### src/rtl/spq_pkg.sv
`timescale 1ns / 1ps
`default_nettype none

package spq_pkg;

    typedef logic [1:0] t_req;
    typedef logic [1:0] t_err;

    localparam t_req REQ_INSERT = 2'd0;
    localparam t_req REQ_REMOVE = 2'd1;
    localparam t_req REQ_CLEAR  = 2'd2;

    localparam t_err ERR_OK    = 2'd0;
    localparam t_err ERR_FULL  = 2'd1;
    localparam t_err ERR_EMPTY = 2'd2;

    // per-cycle command broadcast to every cell of the chain
    typedef struct packed {
        logic ins;
        logic rem;
        logic clr;
    } t_spq_ctrl;

endpackage

`default_nettype wire

### src/rtl/spq_cell.sv
`timescale 1ns / 1ps
`default_nettype none

module spq_cell #(
    parameter int TAG_WIDTH      = 16,
    parameter int PRIORITY_WIDTH = 16
) (
    input  wire                             i_clk,
    input  wire                             i_rst_n,
    input  spq_pkg::t_spq_ctrl              i_ctrl,
    input  wire        [TAG_WIDTH-1:0]      i_new_tag,
    input  wire signed [PRIORITY_WIDTH-1:0] i_new_prio,
    input  wire        [TAG_WIDTH-1:0]      i_left_tag,
    input  wire signed [PRIORITY_WIDTH-1:0] i_left_prio,
    input  wire                             i_left_valid,
    input  wire                             i_left_keep,
    input  wire        [TAG_WIDTH-1:0]      i_right_tag,
    input  wire signed [PRIORITY_WIDTH-1:0] i_right_prio,
    input  wire                             i_right_valid,
    output logic       [TAG_WIDTH-1:0]      o_tag,
    output logic signed [PRIORITY_WIDTH-1:0] o_prio,
    output logic                            o_valid,
    output logic                            o_keep
);
    import spq_pkg::*;

    logic        [TAG_WIDTH-1:0]      r_tag,   n_tag;
    logic signed [PRIORITY_WIDTH-1:0] r_prio,  n_prio;
    logic                             r_valid, n_valid;

    // hold this entry on insert when it ranks at or ahead of the new one
    assign o_keep  = r_valid && (r_prio <= i_new_prio);
    assign o_tag   = r_tag;
    assign o_prio  = r_prio;
    assign o_valid = r_valid;

    always_comb begin
        n_tag   = r_tag;
        n_prio  = r_prio;
        n_valid = r_valid;
        if (i_ctrl.clr) begin
            n_valid = 1'b0;
        end else if (i_ctrl.ins) begin
            n_valid = i_left_valid;
            if (!o_keep) begin
                if (i_left_keep) begin
                    n_tag  = i_new_tag;
                    n_prio = i_new_prio;
                end else begin
                    n_tag  = i_left_tag;
                    n_prio = i_left_prio;
                end
            end
        end else if (i_ctrl.rem) begin
            n_valid = i_right_valid;
            n_tag   = i_right_tag;
            n_prio  = i_right_prio;
        end
    end

    always_ff @(posedge i_clk) begin
        if (!i_rst_n) begin
            r_valid <= 1'b0;
        end else begin
            r_valid <= n_valid;
        end
    end

    always_ff @(posedge i_clk) begin
        r_tag  <= n_tag;
        r_prio <= n_prio;
    end

endmodule

`default_nettype wire

### src/rtl/sorted_priority_queue.sv
// The result strobe o_result_valid rises in the cycle after the transfer of a request.
// Throughput: one request per cycle outside reset; every cell of the chain updates in parallel each cycle.
// busy is high only while i_rst_n is low; results cannot be stalled by the receiver.
// Reset (synchronous, active low) empties the queue and drops any result in flight.
`timescale 1ns / 1ps
`default_nettype none

module sorted_priority_queue #(
    parameter int QUEUE_DEPTH    = 16,
    parameter int TAG_WIDTH      = 16,
    parameter int PRIORITY_WIDTH = 16
) (
    input  wire                                       i_clk,
    input  wire                                       i_rst_n,
    input  wire                                       start,
    output logic                                      busy,
    input  spq_pkg::t_req                             i_req_type,
    input  wire        [TAG_WIDTH-1:0]                i_item_tag,
    input  wire signed [PRIORITY_WIDTH-1:0]           i_item_priority,
    output logic                                      o_result_valid,
    output logic       [TAG_WIDTH-1:0]                o_removed_tag,
    output logic                                      o_removed_valid,
    output logic       [TAG_WIDTH-1:0]                o_head_tag,
    output logic signed [PRIORITY_WIDTH-1:0]          o_head_priority,
    output logic                                      o_head_valid,
    output logic       [$clog2(QUEUE_DEPTH+1)-1:0]    o_entry_count,
    output spq_pkg::t_err                             o_error_code
);
    import spq_pkg::*;

    localparam int CountWidth = $clog2(QUEUE_DEPTH + 1);

    // Chain state: cell 0 is the head, entries are valid as a thermometer
    // from cell 0 upward, and priorities ascend along the valid cells.
    logic        [TAG_WIDTH-1:0]      w_tag   [QUEUE_DEPTH];
    logic signed [PRIORITY_WIDTH-1:0] w_prio  [QUEUE_DEPTH];
    logic                             w_valid [QUEUE_DEPTH];
    logic                             w_keep  [QUEUE_DEPTH];

    logic        [TAG_WIDTH-1:0]      w_left_tag    [QUEUE_DEPTH];
    logic signed [PRIORITY_WIDTH-1:0] w_left_prio   [QUEUE_DEPTH];
    logic                             w_left_valid  [QUEUE_DEPTH];
    logic                             w_left_keep   [QUEUE_DEPTH];
    logic        [TAG_WIDTH-1:0]      w_right_tag   [QUEUE_DEPTH];
    logic signed [PRIORITY_WIDTH-1:0] w_right_prio  [QUEUE_DEPTH];
    logic                             w_right_valid [QUEUE_DEPTH];

    logic                  w_accept;
    logic                  w_full;
    logic                  w_empty;
    t_spq_ctrl             w_ctrl;

    logic                  r_result_valid;
    logic                  r_removed_valid;
    logic [TAG_WIDTH-1:0]  r_removed_tag;
    t_err                  r_error_code,  n_error_code;
    logic [CountWidth-1:0] r_count,       n_count;

    // Requests are refused only while reset holds the chain.
    assign busy     = !i_rst_n;
    assign w_accept = start && !busy;
    assign w_full   = w_valid[QUEUE_DEPTH-1];
    assign w_empty  = !w_valid[0];

    // Turn a transfer into a chain command; a refused insert or remove
    // leaves every cell untouched, and request code 3 does nothing.
    always_comb begin
        w_ctrl.ins = w_accept && (i_req_type == REQ_INSERT) && !w_full;
        w_ctrl.rem = w_accept && (i_req_type == REQ_REMOVE) && !w_empty;
        w_ctrl.clr = w_accept && (i_req_type == REQ_CLEAR);
    end

    always_comb begin
        n_error_code = ERR_OK;
        if (i_req_type == REQ_INSERT && w_full) begin
            n_error_code = ERR_FULL;
        end else if (i_req_type == REQ_REMOVE && w_empty) begin
            n_error_code = ERR_EMPTY;
        end
    end

    always_comb begin
        n_count = r_count;
        if (w_ctrl.clr) begin
            n_count = '0;
        end else if (w_ctrl.ins) begin
            n_count = r_count + CountWidth'(1);
        end else if (w_ctrl.rem) begin
            n_count = r_count - CountWidth'(1);
        end
    end

    // Wire each cell to its neighbors. The slot left of the head always
    // holds, so the new entry lands at the head when nothing ranks ahead;
    // the slot right of the tail reads as empty, so a remove drains it.
    genvar g;
    generate
        for (g = 0; g < QUEUE_DEPTH; g++) begin : g_cell
            if (g == 0) begin : g_head
                assign w_left_tag[g]   = i_item_tag;
                assign w_left_prio[g]  = i_item_priority;
                assign w_left_valid[g] = 1'b1;
                assign w_left_keep[g]  = 1'b1;
            end else begin : g_inner_left
                assign w_left_tag[g]   = w_tag[g-1];
                assign w_left_prio[g]  = w_prio[g-1];
                assign w_left_valid[g] = w_valid[g-1];
                assign w_left_keep[g]  = w_keep[g-1];
            end

            if (g == QUEUE_DEPTH - 1) begin : g_tail
                assign w_right_tag[g]   = i_item_tag;
                assign w_right_prio[g]  = i_item_priority;
                assign w_right_valid[g] = 1'b0;
            end else begin : g_inner_right
                assign w_right_tag[g]   = w_tag[g+1];
                assign w_right_prio[g]  = w_prio[g+1];
                assign w_right_valid[g] = w_valid[g+1];
            end

            spq_cell #(
                .TAG_WIDTH      (TAG_WIDTH),
                .PRIORITY_WIDTH (PRIORITY_WIDTH)
            ) u_cell (
                .i_clk         (i_clk),
                .i_rst_n       (i_rst_n),
                .i_ctrl        (w_ctrl),
                .i_new_tag     (i_item_tag),
                .i_new_prio    (i_item_priority),
                .i_left_tag    (w_left_tag[g]),
                .i_left_prio   (w_left_prio[g]),
                .i_left_valid  (w_left_valid[g]),
                .i_left_keep   (w_left_keep[g]),
                .i_right_tag   (w_right_tag[g]),
                .i_right_prio  (w_right_prio[g]),
                .i_right_valid (w_right_valid[g]),
                .o_tag         (w_tag[g]),
                .o_prio        (w_prio[g]),
                .o_valid       (w_valid[g]),
                .o_keep        (w_keep[g])
            );
        end
    endgenerate

    // Control state: result strobe, removed flag and entry count.
    always_ff @(posedge i_clk) begin
        if (!i_rst_n) begin
            r_result_valid  <= 1'b0;
            r_removed_valid <= 1'b0;
            r_count         <= '0;
        end else begin
            r_result_valid  <= w_accept;
            r_removed_valid <= w_ctrl.rem;
            r_count         <= n_count;
        end
    end

    // Result payload: on each transfer, capture the error code and the outgoing head on a remove (zero otherwise).
    always_ff @(posedge i_clk) begin
        if (w_accept) begin
            r_removed_tag <= w_ctrl.rem ? w_tag[0] : '0;
            r_error_code  <= n_error_code;
        end
    end

    // The head cell already holds the post-step head when the strobe is up.
    assign o_result_valid  = r_result_valid;
    assign o_removed_tag   = r_removed_tag;
    assign o_removed_valid = r_removed_valid;
    assign o_head_valid    = w_valid[0];
    assign o_head_tag      = w_valid[0] ? w_tag[0]  : '0;
    assign o_head_priority = w_valid[0] ? w_prio[0] : '0;
    assign o_entry_count   = r_count;
    assign o_error_code    = r_error_code;

endmodule

`default_nettype wire

### config.mk
export PLATFORM = sky130hd
export DESIGN_NAME = sorted_priority_queue
export DESIGN_NICKNAME = d
export VERILOG_FILES = /design/src/rtl/spq_pkg.sv /design/src/rtl/spq_cell.sv /design/src/rtl/sorted_priority_queue.sv
export SDC_FILE = /design/constraint.sdc
export NUM_CORES = 2
export LEC_CHECK = 0
export ABC_AREA = 1
export ABC_CLOCK_PERIOD_IN_PS = 4300
export BUFFER_PORTS_ARGS = -buffer_cell sky130_fd_sc_hd__buf_2
export CAP_MARGIN = 20
export CORE_UTILIZATION = 52
export DETAILED_ROUTE_END_ITERATION = 12
export PLACE_DENSITY_LB_ADDON = 0.15
export SYNTH_ARGS = -nofsm -noshare
export SYNTH_HDL_FRONTEND = slang
export SYNTH_SLANG_ARGS = --single-unit
### constraint.sdc
create_clock -name i_clk -period 4.3 [get_ports i_clk]
set_input_delay 0.86 -clock i_clk [delete_from_list [all_inputs] [get_ports i_clk]]
set_output_delay 0.86 -clock i_clk [all_outputs]
set_load 0.03 [all_outputs]
== Word-level counts from Yosys, hierarchy flattened ==
Index checks and enable logic that the tools add are counted.

* Shift-type cells: 0
* Bitwise operators: 2
* Multiply operators: 0
* $lt $le $gt $ge: 16
* Equality and inequality tests: 18
* Divide/modulo/power cells: 0
* Reduce and logical (&&, ||, !) cells: 46
* Muxes and demuxes: 163
* Add/subtract/negate cells: 2

{| class="wikitable"
|+ Operators with widths
! cell !! number
|-
| two-way mux 16 bit || 128
|-
| less-or-equal comparator 16 bit || 16
|-
| AND reduction 3 bit || 16
|-
| two-way mux 1 bit || 32
|-
| != test 2 bit, second input constant || 16
|-
| logical AND 1 bit || 24
|-
| two-way mux 5 bit || 2
|-
| adder 5 x 1 -> 5 bit, second input constant || 1
|-
| subtractor 5 x 1 -> 5 bit, second input constant || 1
|-
| zero test 1 bit || 3
|-
| equality test 2 x 1 -> 1 bit, second input constant || 1
|-
| equality test 2 bit, second input constant || 1
|-
| zero test 2 bit || 1
|-
| two-way mux 2 bit || 1
|-
| inverter 1 bit || 2
|-
| nonzero test 2 bit || 1
|-
| OR reduction 2 bit || 1
|}

* Flip-flop bits (word level): 553
* Output and inout port bits: 59
* Memory bits (read-only): 0
* Memories: 0
* RAM bits: 0
* Latch bits: 0
* Bits of input ports: 37
* Logic and storage cells: 300

== Longest topological paths before layout ==
* Depth after elaboration: 5
* Gate-level depth with buffers: 18

== Hierarchy ==
From an unflattened synthesis, not the netlist that was laid out.

* Cells, all modules: 4,428
* Area total of the unflattened synthesis: 35,424.0 um^2

{| class="wikitable"
|+ By module, submodules not included
! module !! area an instance (um^2) !! instances !! sequential area each (um^2) !! cells an instance
|-
| spq_cell at g_cell[0].u_cell ... || 2,123.3 || 9 || 980.9 || 264
|-
| spq_cell at g_cell[3].u_cell ... || 2,123.3 || 7 || 980.9 || 265
|-
| sorted_priority_queue || 1,451.4 || 1 || 680.7 || 197
|}

== Least setup slack after synthesis ==
No wires, ideal clock.

* Path type: input -> register
* From: in i_item_priority[13]
* To: reg g_cell[7].u_cell.r_prio[0] (enable)
* Path slack: 0.326 ns
* Path buffers: 2
* Setup time: 0.387 ns
* Arrival: 3.587 ns
* Cell stages on the path: 15
* Required time: 3.913 ns
* Path through: inv_1 -> clkbuf_1 -> ha_1 -> nand2_1 -> inv_1 -> o21ai_0 -> nand2_1 -> nor2_1 -> nand2_1 -> nand2_1 -> nand3_2 -> nand2_2 -> buf_6 -> o21ai_1 -> inv_1

* Cells in the longest elaborated chain, start to end: 4

{| class="wikitable"
|+ Ends and longest elaborated chain
! what !! RTL line !! source
|-
| start: declaration || sorted_priority_queue.sv:19 || <nowiki>input wire signed [PRIORITY_WIDTH-1:0] i_item_priority,</nowiki>
|-
| less-or-equal comparator 16 bit || spq_cell.sv:32 || <nowiki>assign o_keep = r_valid && (r_prio <= i_new_prio);</nowiki>
|-
| logical AND 1 bit || spq_cell.sv:32 ||
|-
| != test 2 bit (no source line) || n/a ||
|-
| AND reduction 3 bit (no source line) || n/a ||
|-
| end signal: assignment || spq_cell.sv:71 || <nowiki>r_prio <= n_prio;</nowiki>
|-
| end: declaration || spq_cell.sv:28 || <nowiki>logic signed [PRIORITY_WIDTH-1:0] r_prio, n_prio;</nowiki>
|}

No other way between the ends.
A chain may end at the register's enable or synchronous reset.

== Final worst setup path ==
* From: in i_rst_n
* To: reg g_cell[1].u_cell.r_prio[10] (enable)

* Cells in the longest elaborated chain, start to end: 5
* Elaborated cells on any way between the ends: 10
* Classes of those cells: 1 x eq/ne; 1 x bitwise; 8 x reduce/logical

{| class="wikitable"
|+ Ends and longest elaborated chain
! what !! RTL line !! source
|-
| start: declaration || sorted_priority_queue.sv:14 || <nowiki>input wire i_rst_n,</nowiki>
|-
| logical AND 1 bit * || sorted_priority_queue.sv:61 || <nowiki>assign w_accept = start && !busy;</nowiki>
|-
| named net w_accept || sorted_priority_queue.sv:48 || <nowiki>logic w_accept;</nowiki>
|-
| logical AND 1 bit (on tied branches) (2 in series) || sorted_priority_queue.sv:68, sorted_priority_queue.sv:69 ||
|-
| != test 2 bit (no source line) / nonzero test 2 bit (equally long branches) || n/a ||
|-
| AND reduction 3 bit (no source line) * || n/a ||
|-
| end signal: assignment || spq_cell.sv:71 ||
|-
| end: declaration || spq_cell.sv:28 ||
|}

Mark *: on every way through the listed nets, which the timed path passes. The rest lies on a longest branch.

==> metrics.yaml <==
outcome: "completed"
antenna_found_initial: 0
hold_slack_ns: 0.465
peakVddDrop_v: 0.000269
postRouteAntennaNets: 0
cts_sinks: 553
finalClockSkew_ns: 0.0147
synth_ff_type: "edfxtp_1"
start_util_pct: 52.6
rows: 97
cp_data_required_time_ns: 4.60
tightest_slew_ns: 1.02
relSlewSlack_pct: 31.8
syn_area_mm2: 0.0369
cp-start-kind: "input port"
synth.most_common_cell: "nand2_1"
synth-compound-area-share_pct: 3.12
critPathKind: "input port to register"
p_int_mw: 9.33
ys_async_sr_fraction_pct: 0
p_total_mw: 12.6
ctsHoldBuffers: 0
avgRoutedWirePerCell_um: 15.6
dpl.hpwl_um: 64500
synthXorXnorAreaFrac_pct: 0.0475
finalWirelength_um: 90900
min_period_ns: 3.03
fin_crit_sh_pct: 70.5
cts_max_level: 3
fin_util_pct: 56.8
clkSlewWorstSetupHoldPaths_ns: 0.05
p_per_area_mw_per_mm2: 317
syn2layout_area_growth_pct: 8.09
path_max_fanout: 99
antenna_cells: 0
tns_ns: 0
setup_slack_ns: 1.27
yosysWarnings: 0
die_h_um: 268
drt_iter0_drc: 2499
netlist-cell-type-count: 35
crit_arrival_ns: 3.33
synthMuxAreaShare_pct: 0
maxCapViolCount: 0
seqPwrFrac_pct: 48.1
clk_latency_ns: 0.62
crit_path_end_kind: "register"
rsz0062_at_grt: "no"
ctsResizeCount: 0
dp.cells: 5702
grt_pass1_wl_um: 149000
netlist_top_cells_count: "nand2_1, nand3_1, inv_1"
core_mm2: 0.0701
synth.ff_latch_count: 553
layout.cells.non_filler: 5816
syn_nets: 5148
pre_cts_slack_ns: 0.655
layout-drive-gt1-share_pct: 6.71
cts_setup_buffers: 0
post_synth.cell_area_avg_um2: 7.58
leakagePower_nw: 19.9
placed_area_mm2: 0.0379
finalMaxSlewViolations: 0
viasPerCell: 5.15
fp.dieW_um: 268
synthTopCellsByArea: "edfxtp_1, nand2_1, nand3_1, ha_1, inv_1"
power_switching_mw: 3.31
clock.fmax_mhz: 330
grt_pass1_vias: 28800
hold_viol_final: 0
setup_viol_count_final: 0
grt_max_degree: 153
gp_congestion: 0.829
clock_path_buffers: 3
nets: 5112
synth_top_area_cell: "edfxtp_1"
dr.pass1.iters: 6
post-route-drc-count: 0
swShare_pct: 26.2
synth_adder_area_share_pct: 8.30
io_pins: 96
cts_tree: "done"
grt_usage_pct: 25.5
die_area_mm2: 0.0720
hp-class: "register to register"
clkPwrFrac_pct: 41.4
final_area_mm2: 0.0399
post_synth_and_or_nand_nor_area_fraction_pct: 33.6
clk_root_buffer_cell: "clkbuf_16"
ys_seq_area_share_pct: 44.4
synth_top_family_by_area: "simple AND/OR/NAND/NOR gates"
combPwrFrac_pct: 10.6
io_buffers: 95
grt-ovfl-total: 0
fill_cells: 6780
vias: 30000
synth.top_cell.area_share_pct: 43.1
synth_edf_count: 530
numCtsBuffers: 67
syn_inst: 4867
[per-layer routing]
layer	wire length, µm	up-vias	GRT usage (%)
li1	-	15700	-
met1	41500	13400	34.6
met2	42600	737	43.1
met3	4640	133	2.98
met4	2180	0	7.02
met5	0	-	0
[state kept, by name, indices dropped and copies added (netlist names)]
register and count:
g_cell.u_cell.o_prio 256, o_removed_tag 16, o_removed_valid 1, g_cell.u_cell.o_tag 256
o_entry_count 5, g_cell.u_cell.o_valid 16, o_result_valid 1, o_error_code 2
[kinds of logic after synthesis]
kind of cell / Yosys count
AND/OR/NAND/NOR: 2910
XOR/XNOR: 2
AO/OA/AOI/OAI: 218
flip-flops: 553
adder cells (fa/ha/maj): 244
buffers and inverters: 940
[power by group through the flow]
stage	clock [mW]	sequential, mW	combinational [mW]
after floorplan	0	6.18	0.962
after global placement	0	6.19	1.30
after detailed placement	0	6.19	1.33
after CTS	5.35	6.08	1.34
after global routing	5.52	6.09	1.51
final	5.23	6.08	1.33
[worst paths after layout]
| kind | end | cells after the start | startpoint | slack, ns |
|---|---|---|---|---|
| setup / recovery | g_cell[1].u_cell.o_prio[10]$_DFFE_PP_ | 9 | i_rst_n | 1.27 |
| hold / removal | g_cell[15].u_cell.o_valid$_SDFFE_PP0P_ | 2 | g_cell[15].u_cell.o_valid$_SDFFE_PP0P_ | 0.47 |
| setup reg to reg | g_cell[1].u_cell.o_prio[10]$_DFFE_PP_ | 7 | g_cell[15].u_cell.o_valid$_SDFFE_PP0P_ | 1.51 |
| hold reg to reg | g_cell[15].u_cell.o_valid$_SDFFE_PP0P_ | 2 | g_cell[15].u_cell.o_valid$_SDFFE_PP0P_ | 0.47 |
[cell usage in the layout (no fill, tap or decap), drive strengths merged]
master	n
nand2	1798
nand3	992
inv	642
edfxtp	530
ha	243
buf	196
a21oi	103
nor2	94
o21ai	93
clkbuf	92
dfxtp	23
clkinv	19
a21o	15
nor3	13
nand4	12
o21bai	2
o21a	2
a211oi	1
nand3b	1
a221oi	1
a31oi	1
xor2	1
xnor2	1
fa	1
[area by class of cell]
cell class / count / area, µm² / area share, %
Inverter: 639 / 2410 / 6.03
Multi-Input combinational cell: 3374 / 16600 / 41.7
Clock buffer: 92 / 1790 / 4.49
Sequential cell: 553 / 16400 / 41.1
Tap cell: 940 / 1180 / 2.95
Timing Repair Buffer: 196 / 1310 / 3.28
Clock inverter: 22 / 180 / 0.452
[worst max-delay path, cell delays in order]
cell,delay (ns)
buf_2,0.11
nand2_1,0.13
inv_2,0.21
nand3_4,0.24
buf_4,0.46
buf_4,0.78
o21ai_1,0.15
inv_1,0.10
buf_4,0.24
(Power assumes the default switching activity.)
